--- config.mk ---
export PLATFORM = sky130hd
export DESIGN_NAME = mmhc_ram
export DESIGN_NICKNAME = d
export VERILOG_FILES = /design/src/rtl/mmhc_ram.sv
export SDC_FILE = /design/constraint.sdc
export NUM_CORES = 1
export LEC_CHECK = 0
export ABC_AREA = 1
export BUFFER_PORTS_ARGS = -buffer_cell sky130_fd_sc_hd__buf_4
export CAP_MARGIN = 25
export CORE_MARGIN = 4
export CORE_UTILIZATION = 45
export DETAILED_ROUTE_END_ITERATION = 12
export GPL_ROUTABILITY_DRIVEN = 0
export PLACE_DENSITY = 0.65
export SYNTH_ARGS = -nofsm -noshare
export SYNTH_HDL_FRONTEND = slang
export SYNTH_SLANG_ARGS = --single-unit
--- constraint.sdc ---
create_clock -name clk_i -period 1.95 [get_ports clk_i]
set_input_delay 0.195 -clock clk_i [delete_from_list [all_inputs] [get_ports clk_i]]
set_output_delay 0.195 -clock clk_i [all_outputs]
set_load 0.005 [all_outputs]
--- src/rtl/mmhc_ram.sv ---
// ----------------------------------------------------------------------------
// Generic simple dual-port RAM
// One write port and one read port with registered read data.
// ----------------------------------------------------------------------------
`default_nettype none

module mmhc_ram #(
  parameter int WIDTH = 8,
  parameter int DEPTH = 16
) (
  input  wire logic                     clk_i,
  input  wire logic                     we_i,
  input  wire logic [$clog2(DEPTH)-1:0] waddr_i,
  input  wire logic [WIDTH-1:0]         wdata_i,
  input  wire logic                     re_i,
  input  wire logic [$clog2(DEPTH)-1:0] raddr_i,
  output logic      [WIDTH-1:0]         rdata_o
);

  logic [WIDTH-1:0] mem_q [DEPTH];
  logic [WIDTH-1:0] rdata_q;

  always_ff @(posedge clk_i) begin
    if (we_i) begin
      mem_q[waddr_i] <= wdata_i;
    end
    if (re_i) begin
      rdata_q <= mem_q[raddr_i];
    end
  end

  assign rdata_o = rdata_q;

endmodule

`default_nettype wire

# Word level (Yosys, flattened, before mapping)
# Memories as Yosys holds them, arrays and structs flattened. A register that Yosys moved wholly into a read port is not among the register bits.
# Cells that the tools add are included.
word_totals:
  register_bits: 0
  ram_bits: 128
  inputBits: 19
  output_inout_bits: 8
  elab_cells: 3
  memories: 1
op_classes:
  mux: 2
mem_list:
  columns: ["memory", "words", "width", "rd", "rd_clocked_by_memory_dff", "wr", "line_no", "text"]
  rows:
  - ["mem_q", 16, 8, 1, 1, 1, "20", "logic [WIDTH-1:0] mem_q [DEPTH];"]
ops:
  columns: ["op", "n"]
  rows:
  - ["two-way mux 1 bit", 2]

# Depth between registers and ports, before layout
depth:
  word_depth: 2
  ltp_mapped: 8

# Least setup slack after synthesis
# No wires, ideal clock.
synth_path:
  path_type: "input -> register"
  start: "in waddr_i[2]"
  end: "mem mem_q[10][0] (enable)"
  setup_time_ns: 0.370
  arrival_time_ns: 0.776
  path_slack_ns: 0.804
  path_stages: 2
  n_path_buf: 0
  path_cell_list: "nand3b_1 > nor2_1"
synth_lines:
  columns: ["item", "line_no", "text"]
  rows:
  - ["from (decl)", "13", "input wire logic [$clog2(DEPTH)-1:0] waddr_i,"]
  - ["to (decl)", "20", null]
# No word-level cell before the write port.

==> flow_summary.toml <==
[final_layout]
syn_to_final_growth_pct = 15.34
final_nets = 607
drive_above_1_share = 0.1183
fillCellCount = 1117
diodes = 0
multi_input_area_sq_mm = 0.001214
regArea_sq_mm = 0.004084

[synth]
yosys.cell_count.top_type = "nand2_1"
yosys_warnings = 0
ys_ff_latch = 136
yosys-top-cells-area = "edfxtp_1 (70%), nand2_1 (11%), nand3_1 (8.3%)"
netlist_area_sq_mm = 0.005847
synth_top_area_share = 0.6985
netlist-cell-type-count = 11
yosysTopAreaCell = "edfxtp_1"
synthFlopType = "edfxtp_1"
seq_area_frac_synth = 0.6985
synth-edff-count = 136
synth.avg_cell_area_sq_um = 10.61
syn_inst = 551
synth_top_cells_by_count = "nand2_1 (173), edfxtp_1 (136), inv_1 (100), nand3_1 (97), nor2_1 (17)"
synth_fp_nets = 570
async_reset_ff_frac = 0

[power_and_ir_drop]
design_power_total_uw = 6549
netSwitchingFraction = 0.2147
power_density_mw_per_mm2 = 971.1
power.internal_uw = 5143
seq_power_share = 0.506
pwr-share-comb = 0.062
clockPowerShare = 0.432
power.switching_uw = 1406
ir_drop_uv = 461.8
power_leakage_uw = 0.002897

[global_routing]
antenna_found_initial = 0
first_global_vias = 3716
overflow = 0
grt_use_total = 0.1847
grt_pass1_wl_mm = 20.33
grt_max_degree = 65

[sta]
fin_crit_sh = 0.6092
hold_ws_ns = 0.07089
setup_viol = 0
worstMarginPinSlew_ns = 0.7690
fmax_mhz = 841.8
final_max_slew_viol_count = 0
hold_violations = 0
clock_skew_ns = 0.004763
rsz0062_at_grt = "no"
slew_headroom = 0.4854
finalSetupTns_ns = 0
post-route-min-period_ns = 1.188

[clock_tree]
clock-sinks = 136
clk_pin_slew_ns = 0.06
holdBufCountCts = 0
post_cts_resized = 0
cts_root_buf = "clkbuf_16"
insertion_delay_ns = 0.40
h-tree-depth = 4
cts_buffers = 17
clock_path_buffers = 2
cts_tree = "yes"
post-cts-setup-buffer-count = 0

[critical_path]
max_stage_delay_ns = 0.36
crit_chain = "inv_1, nand2_1, nand3_1, nand3_1, nand3_1, nand2_1"
cp_data_arrival_time_ns = 1.34
cpMostUsedCell = "nand3_1"
start_kind = "register"
crit_type = "reg2reg"
cp_top_family = "simple AND/OR/NAND/NOR gates"
cp.required_ns = 2.10
cp_max_fo = 1
cp_num_buf_inv = 1
slowest_stage = "edfxtp_1"
critPathCaptureType = "register"

[floorplanning]
die_h_microns = 122.0
ioPinCount = 27
die-area_sq_mm = 0.01488
initial_core_util = 0.4614
rows = 41
coreArea_sq_mm = 0.01267
die_w_microns = 122.0

[placement]
portBuffers = 26
dp_hpwl_mm = 8.185

[routing]
finalWirelength_mm = 12.92
drtIter0Drc = 343
antenna_left = 0
vias = 3844
post_drt_wl_per_cell_microns = 16.74
dr.pass1.iters = 5
drc = 0
via_per_inst = 4.979

[job]
drv_cap = 0

[min_path]
hold_class = "in2reg"

[status]
status = "completed"
## cell families (layout without fill, tap and decap cells)
logic type             count (synthesis)  after routing  synth area share
DFF                                  136            136            0.6985
buffers and inverters                126            175           0.09394
and+or+nand+nor                      289            289            0.2076
## cells in the final DEF (no fill, tap or decap), drive strengths merged
master      n
nand2     173
clkinvlp    2
inv       102
nand3b      2
bufinv      1
clkinv      8
clkbuf     20
edfxtp    136
buf        42
nor2       17
nand3      97
## registers in the layout, summed over array words and instances, names as in the netlist
| signal | flops |
|---|---|
| rdata_o | 8 |
| mem_q | 128 |
## per-stage QoR
step / setup WS, ns / cell area [sq um] / cells / util
6_report: 0.7621 / 6744 / 772 / 0.5322
5_1_grt: 0.7125 / 6744 / 772 / 0.5322
2_1_floorplan: 0.8042 / 5847 / 551 / -
3_3_place_gp: 0.4402 / 6223 / 741 / 0.4912
3_5_place_dp: 0.4206 / 6223 / 741 / 0.4912
4_1_cts: 0.7780 / 6744 / 772 / 0.5322
## final timing paths
check	start	end	slack [ns]	cells after the start
worst max register to register	mem_q[1][7]	rdata_o[7]	0.76	6
worst min-delay path	re_i	rdata_o[7]	0.07	1
worst min register to register	mem_q[10][6]	rdata_o[6]	0.76	6
worst max-delay path	mem_q[1][7]	rdata_o[7]	0.76	6
## power by group through the flow
stage          Combinational, uW  Sequential (uW)  Clock (uW)
2_1_floorplan                231             3370           0
3_3_place_gp                 402             3370           0
3_5_place_dp                 407             3370           0
4_1_cts                      410             3310        2860
5_1_grt                      454             3310        3000
6_report                     405             3310        2830
## routing by layer
metal / part of all wire / vias to the layer above / global-route usage
li1: - / 1851 / -
met1: 0.45 / 1853 / 0.2604
met2: 0.48 / 124 / 0.2907
met3: 0.059 / 16 / 0.03993
met4: 0.012 / 0 / 0.05392
met5: 0 / - / 0
## worst reg2reg max path: cells and delay by family (launching register included)
kind / cells / cell delay [ns]
AND/OR/NAND/NOR: 5 / 0.51
buffers and inverters: 1 / 0.06
flip-flops: 1 / 0.36
## final cells by class
cell class,count,share of cell area
Tap cell,172,0.03191
Sequential cell,136,0.6056
Inverter,102,0.05677
Clock buffer,20,0.06475
Clock inverter,11,0.01243
Multi-Input combinational cell,289,0.1800
Timing Repair Buffer,42,0.04861
No activity file was read; power rests on OpenSTA's default activity.
