**src/rtl/mmhc_pkg.sv**
```systemverilog
// ----------------------------------------------------------------------------
// Multiply-shift hash check package
// Shared widths, the sequencer states and the multiplier step codes.
// ----------------------------------------------------------------------------
`default_nettype none

package mmhc_pkg;

  localparam int WORD_W = 64;
  localparam int HALF_W = 32;
  localparam int BYTE_W = 8;
  // Population count of a 64-bit word fits in seven bits.
  localparam int CNT_W  = 7;
  // One population-count pass per byte of the mask.
  localparam int POPC_W = 3;
  // Width of the check generation tag kept beside every slot.
  localparam int TAG_W  = 8;

  typedef enum logic [2:0] {
    ST_SWEEP,
    ST_IDLE,
    ST_POPC,
    ST_EVAL,
    ST_MUL_GO,
    ST_MUL_WAIT,
    ST_RD,
    ST_CHK
  } state_e;

  typedef enum logic [1:0] {
    STEP_LL,
    STEP_LH,
    STEP_HL
  } mul_step_e;

endpackage

`default_nettype wire

```
**src/rtl/mmhc_mul.sv**
```systemverilog
// ----------------------------------------------------------------------------
// Iterative 64-bit multiplier
// Forms the low 64 bits of a product from three 32x32 partial products,
// one per cycle through a single shared multiplier.
// ----------------------------------------------------------------------------
`default_nettype none

module mmhc_mul
  import mmhc_pkg::*;
(
  input  wire logic              clk_i,
  input  wire logic              rst_ni,
  input  wire logic              start_i,
  input  wire logic [WORD_W-1:0] a_i,
  input  wire logic [WORD_W-1:0] b_i,
  output logic      [WORD_W-1:0] prod_o,
  output logic                   done_o
);

  mul_step_e         step_q, step_d;
  logic              active_q, active_d;
  logic              done_q, done_d;
  logic [WORD_W-1:0] acc_q, acc_d;
  logic [HALF_W-1:0] op_a, op_b;
  logic [WORD_W-1:0] pp;

  always_comb begin
    case (step_q)
      STEP_LL: begin
        op_a = a_i[HALF_W-1:0];
        op_b = b_i[HALF_W-1:0];
      end
      STEP_LH: begin
        op_a = a_i[HALF_W-1:0];
        op_b = b_i[WORD_W-1:HALF_W];
      end
      STEP_HL: begin
        op_a = a_i[WORD_W-1:HALF_W];
        op_b = b_i[HALF_W-1:0];
      end
      default: begin
        op_a = '0;
        op_b = '0;
      end
    endcase
  end

  assign pp = WORD_W'(op_a) * WORD_W'(op_b);

  always_comb begin
    step_d   = step_q;
    active_d = active_q;
    done_d   = 1'b0;
    acc_d    = acc_q;
    if (start_i) begin
      step_d   = STEP_LL;
      active_d = 1'b1;
    end else if (active_q) begin
      // Cross terms only reach the upper half of the low 64 bits.
      if (step_q == STEP_LL) begin
        acc_d = pp;
      end else begin
        acc_d = acc_q + {pp[HALF_W-1:0], {HALF_W{1'b0}}};
      end
      case (step_q)
        STEP_LL: step_d = STEP_LH;
        STEP_LH: step_d = STEP_HL;
        STEP_HL: begin
          step_d   = STEP_LL;
          active_d = 1'b0;
          done_d   = 1'b1;
        end
        default: step_d = STEP_LL;
      endcase
    end
  end

  always_ff @(posedge clk_i or negedge rst_ni) begin
    if (!rst_ni) begin
      step_q   <= STEP_LL;
      active_q <= 1'b0;
      done_q   <= 1'b0;
    end else begin
      step_q   <= step_d;
      active_q <= active_d;
      done_q   <= done_d;
    end
  end

  always_ff @(posedge clk_i) begin
    acc_q <= acc_d;
  end

  assign prod_o = acc_q;
  assign done_o = done_q;

endmodule

`default_nettype wire

```
**config.mk**
```make
export PLATFORM = sky130hd
export DESIGN_NAME = mmhc_mul
export DESIGN_NICKNAME = d
export VERILOG_FILES = /design/src/rtl/mmhc_pkg.sv /design/src/rtl/mmhc_mul.sv
export SDC_FILE = /design/constraint.sdc
export NUM_CORES = 2
export LEC_CHECK = 0
export BUFFER_PORTS_ARGS = -buffer_cell sky130_fd_sc_hd__buf_2
export CORE_AREA = 2 2 270 272
export CTS_BUF_LIST = sky130_fd_sc_hd__clkbuf_4 sky130_fd_sc_hd__clkbuf_8 sky130_fd_sc_hd__clkbuf_16
export DETAILED_ROUTE_END_ITERATION = 6
export DIE_AREA = 0 0 272 274
export PLACE_DENSITY = 0.69
export SYNTH_ARGS = -nofsm -noshare
export SYNTH_HDL_FRONTEND = slang
export SYNTH_SLANG_ARGS = --single-unit
```
**constraint.sdc**
```tcl
create_clock -name clk_i -period 14.6 [get_ports clk_i]
set_input_delay 2.92 -clock clk_i [delete_from_list [all_inputs] [get_ports clk_i]]
set_output_delay 2.92 -clock clk_i [all_outputs]
set_load 0.01 [all_outputs]
```
# == Word level (Yosys, flattened, before mapping) ==
# Index checks and enable logic that the tools add are counted.
# classes
n_addsub,1
multipliers,1
n_eq_ne,2
mux,12
n_bitwise,1
reduce_logical,5
# op_table
op,count
32-bit case mux with 2 select lines,2
64-bit adder,1
32-bit by 32-bit multiplier with 64-bit output,1
64-bit two-way mux,1
1-bit two-way mux,6
2-bit two-way mux,2
2-bit case mux with 2 select lines,1
2-bit OR reduction,2
"2-bit by 1-bit == test with 1-bit output, second input constant",1
"2-bit == test, second input constant",1
2-bit zero test,1
2-bit AND reduction,1
2-bit nonzero test,1
1-bit inverter,1
# totals
regBits,68
out_inout_bits,65

# == Longest topological paths before layout ==
# logic_depth
word_depth,6
ltp_mapped,41
ltp_nobuf,36

# == Worst setup path before layout ==
# OpenSTA, ideal clock, no wires.
# synth_path
path_kind,input -> register
start,input port b_i[37]
end,register acc_q[62] (netlist: prod_o[62]) (data pin)
setup_ns,0.271
t_arrival_ns,11.081
required_ns,14.329
path_slack_ns,3.247
cell_stages,36
path_buffers,3
path_cell_list,nand2_1 > nor2_1 > a21oi_1 > clkbuf_1 > nor2_1 > fa_1 > fa_1 > fa_1 > inv_1 > fa_1 > inv_1 > fa_1 > inv_1 > fa_1 > inv_1 > fa_1 > fa_1 > ha_1 > buf_2 > and4_1 > nand3_1 > and3_1 > a22oi_1 > o21ai_1 > xnor2_1 > ha_1 > clkbuf_1 > a21o_1 > a21o_1 > o21ai_0 > a31oi_1 > nor3_1 > o21bai_1 > a221oi_1 > xor2_1 > mux2i_1
# synth_via
elab_chain_cells,4
# synth_lines
item,line,source
from (decl),mmhc_mul.sv:15,"input wire logic [WORD_W-1:0] b_i,"
32-bit case mux with 2 select lines *,mmhc_mul.sv:28,case (step_q)
32-bit by 32-bit multiplier with 64-bit output *,mmhc_mul.sv:48,assign pp = WORD_W'(op_a) * WORD_W'(op_b);
64-bit adder,mmhc_mul.sv:63,"acc_d = acc_q + {pp[HALF_W-1:0], {HALF_W{1'b0}}};"
64-bit two-way mux *,mmhc_mul.sv:60,if (step_q == STEP_LL) begin
to (signal assigned),mmhc_mul.sv:91,acc_q <= acc_d;
to (decl),mmhc_mul.sv:23,"logic [WORD_W-1:0] acc_q, acc_d;"
# Every way passes the cells marked *; elsewhere a longest branch is shown, timed or not.
# A chain may end at the register's enable or synchronous reset.

# == Worst setup path after layout ==
# layout_path
start,input port b_i[14]
end,register acc_q[63] (netlist: prod_o[63]) (data pin)
# Same word-level chain as after synthesis.

==> flow_summary.json <==
{
  "avgRoutedWirePerCell_um": 22.98,
  "setup_slack_ns": 2.340,
  "htreeDepth": 3,
  "worstSetupStartpoint": "b_i[14]",
  "grtUsageTotal_pct": 33.83,
  "ys_seq_area_share_pct": 5.456,
  "via_per_inst": 5.741,
  "io_buffers": 195,
  "yosysWarnings": 0,
  "syn_avg_cell_area_um2": 8.675,
  "period_minus_slack_ns": 12.26,
  "fp.dieArea_mm2": 0.07453,
  "hp-class": "reg -> reg",
  "reg2reg_depth": 33,
  "hold_violations": 0,
  "slew_violations": 0,
  "drtIter0Drc": 2769,
  "grt_pass1_wl_mm": 189.2,
  "yosys_most_used_dff": "edfxtp_1",
  "synth_fp_nets": 5596,
  "syn_to_final_growth_pct": 6.536,
  "worstReg2RegEnd": "prod_o[63]$_DFFE_PP_",
  "timing.final.crit_share_pct": 83.97,
  "critPathRequiredTime_ns": 14.77,
  "holdBufCountCts": 0,
  "critPathLaunchType": "primary input",
  "layout_common_cells": "inv_1 (910), fa_1 (897), nand2_1 (767)",
  "cts_tree": "built",
  "dieWidth_um": 272,
  "dp_hpwl_mm": 98.45,
  "tritoncts.num_buffers": 9,
  "placed_cell_area_mm2": 0.03918,
  "cts.sink_count": 68,
  "clk_pin_slew_ns": 0.06,
  "post_cts_buffers": 0,
  "status": "complete, no violations",
  "end_kind": "flop",
  "arrival_ns": 12.43,
  "rrSetupSlack_ns": 2.86,
  "cts_max_path_buffers": 2,
  "post-place-ws_ns": 2.083,
  "grt_max_degree": 62,
  "rsz0062_at_grt": "false",
  "crit_path_frequent_cell": "fa_1",
  "slowest_stage": "a22oi_1",
  "cp_max_fo": 11,
  "wl_mm": 122.0,
  "fin_skew_ns": 0.004979,
  "nets": 5666,
  "cts_resized": 0,
  "finalSetupTns_ns": 0,
  "synth.distinct_cells": 73,
  "cp-endpoint": "prod_o[63]$_DFFE_PP_",
  "num_vias": 30474,
  "root_buffer": "clkbuf_16",
  "overflow": 0,
  "final_cell_area_mm2": 0.03948,
  "ys_ff_latch": 68,
  "rows": 99,
  "regArea_mm2": 0.002026,
  "relSlewSlack_pct": 5.885,
  "multi_input_area_mm2": 0.03097,
  "nFillCells": 6591,
  "route.detailed.drc": 0,
  "grtUsageMet1_pct": 44.27,
  "grt_pass1_vias": 32050,
  "ant_nets": 0,
  "worstSkewPairLatency_ns": 0.34,
  "max_freq_mhz": 81.57,
  "r2r-start": "step_q[1]$_DFFE_PN0P_",
  "initial_core_util_pct": 51.49,
  "maxCapViolCount": 0,
  "first_pass_iters": 6,
  "antenna_found_initial": 4,
  "netlist_area_mm2": 0.03706,
  "worst_slew_pin_slew_ns": 1.412,
  "fp.dieH_um": 274,
  "use_met3_pct": 9.274,
  "met2_usage_pct": 52.61,
  "final_common_cell": "inv_1",
  "slowest_delay_ns": 1.08,
  "async_flop_share_pct": 5.882,
  "synth_cells": 4272,
  "core_mm2": 0.07197,
  "setup_viol": 0,
  "grt.busiest_layer": "met2",
  "path_class": "in -> reg",
  "drive_above_1_share_pct": 7.844,
  "synth_edf_count": 64,
  "ioPinCount": 196,
  "routabilityCongestion": 1.051
}
## logic make-up after synthesis
| family | share of synthesized area [%] |
|---|---|
| adder cells (fa/ha/maj) | 58.45 |
| buffers and inverters | 11.43 |
| AO/OA/AOI/OAI | 7.546 |
| multiplexers | 0.1485 |
| XOR/XNOR | 2.032 |
| flip-flops | 5.456 |
| AND/OR/NAND/NOR | 14.94 |
## routing by layer
metal | part of all wire [%] | up-vias
met5 | 0.026 | -
met1 | 38 | 15356
li1 | - | 12916
met3 | 12 | 405
met2 | 44 | 1791
met4 | 5.8 | 6
## how the worst min path moves through the flow
stage | start | to | slack (ns) | cells after the start
after floorplan | active_q$_DFF_PN0_ | done_o$_DFF_PN0_ | 0.51 | 2
after global placement | active_q$_DFF_PN0_ | step_q[1]$_DFFE_PN0P_ | 0.57 | 3
after detailed placement | active_q$_DFF_PN0_ | done_o$_DFF_PN0_ | 0.58 | 2
after CTS | active_q$_DFF_PN0_ | done_o$_DFF_PN0_ | 0.59 | 2
after global routing | active_q$_DFF_PN0_ | done_o$_DFF_PN0_ | 0.63 | 2
final | active_q$_DFF_PN0_ | done_o$_DFF_PN0_ | 0.59 | 2
## final cells by class
| class | instances | share of cell area, % |
|---|---|---|
| antenna | 2 | 0.01268 |
| timing repair buffer | 274 | 3.974 |
| clock inverter | 5 | 0.1331 |
| clock buffer | 11 | 0.6085 |
| tap | 959 | 3.039 |
| multi-input combinational | 3078 | 78.44 |
| inverter | 911 | 8.661 |
| sequential | 68 | 5.131 |
## metrics by stage
stage	cells	hold WS (ns)	util, %
final	5308	0.5886	54.86
after global routing	5306	0.6290	54.85
after CTS	5306	0.5897	54.85
after detailed placement	5290	0.5755	54.44
after global placement	5290	0.5673	54.44
after floorplan	4272	0.5122	-
## critical path: cells and delay by family
family	cells	cell delay (ns)
AOI/OAI and AO/OA	9	2.49
adders and majority gates	10	4.97
xor gates and xnor gates	2	0.47
and+or+nand+nor	4	1.18
buffers and inverters	5	0.40
## cell usage after synthesis, drive strengths merged (5+ instances only)
cell	n	area share [%]
a211oi	7	0.14
a21o	50	1.0
a21oi	111	1.5
a22o	21	0.50
a22oi	17	0.34
a311oi	5	0.14
a31oi	8	0.18
and2	50	0.84
and3	12	0.20
buf	16	0.18
clkbuf	199	2.0
edfxtp	64	5.2
fa	897	48
ha	296	10
inv	910	9.2
nand2	767	7.8
nand2b	11	0.19
nand3	27	0.36
nand4	16	0.27
nor2	422	4.3
nor2b	25	0.42
nor3	19	0.27
o211ai	5	0.10
o21a	42	0.85
o21ai	98	1.3
o21bai	15	0.30
o31ai	9	0.22
or2	6	0.10
or3	5	0.084
xnor2	58	1.4
xor2	28	0.66
## registers in the layout (all words and copies together) (netlist names)
| signal | count |
|---|---|
| active_q | 1 |
| done_o | 1 |
| prod_o | 64 |
| step_q | 2 |
Power is left out: the tool's default activity adds up to more than one toggle a clock period on the data nets, which glitch-free logic cannot reach.
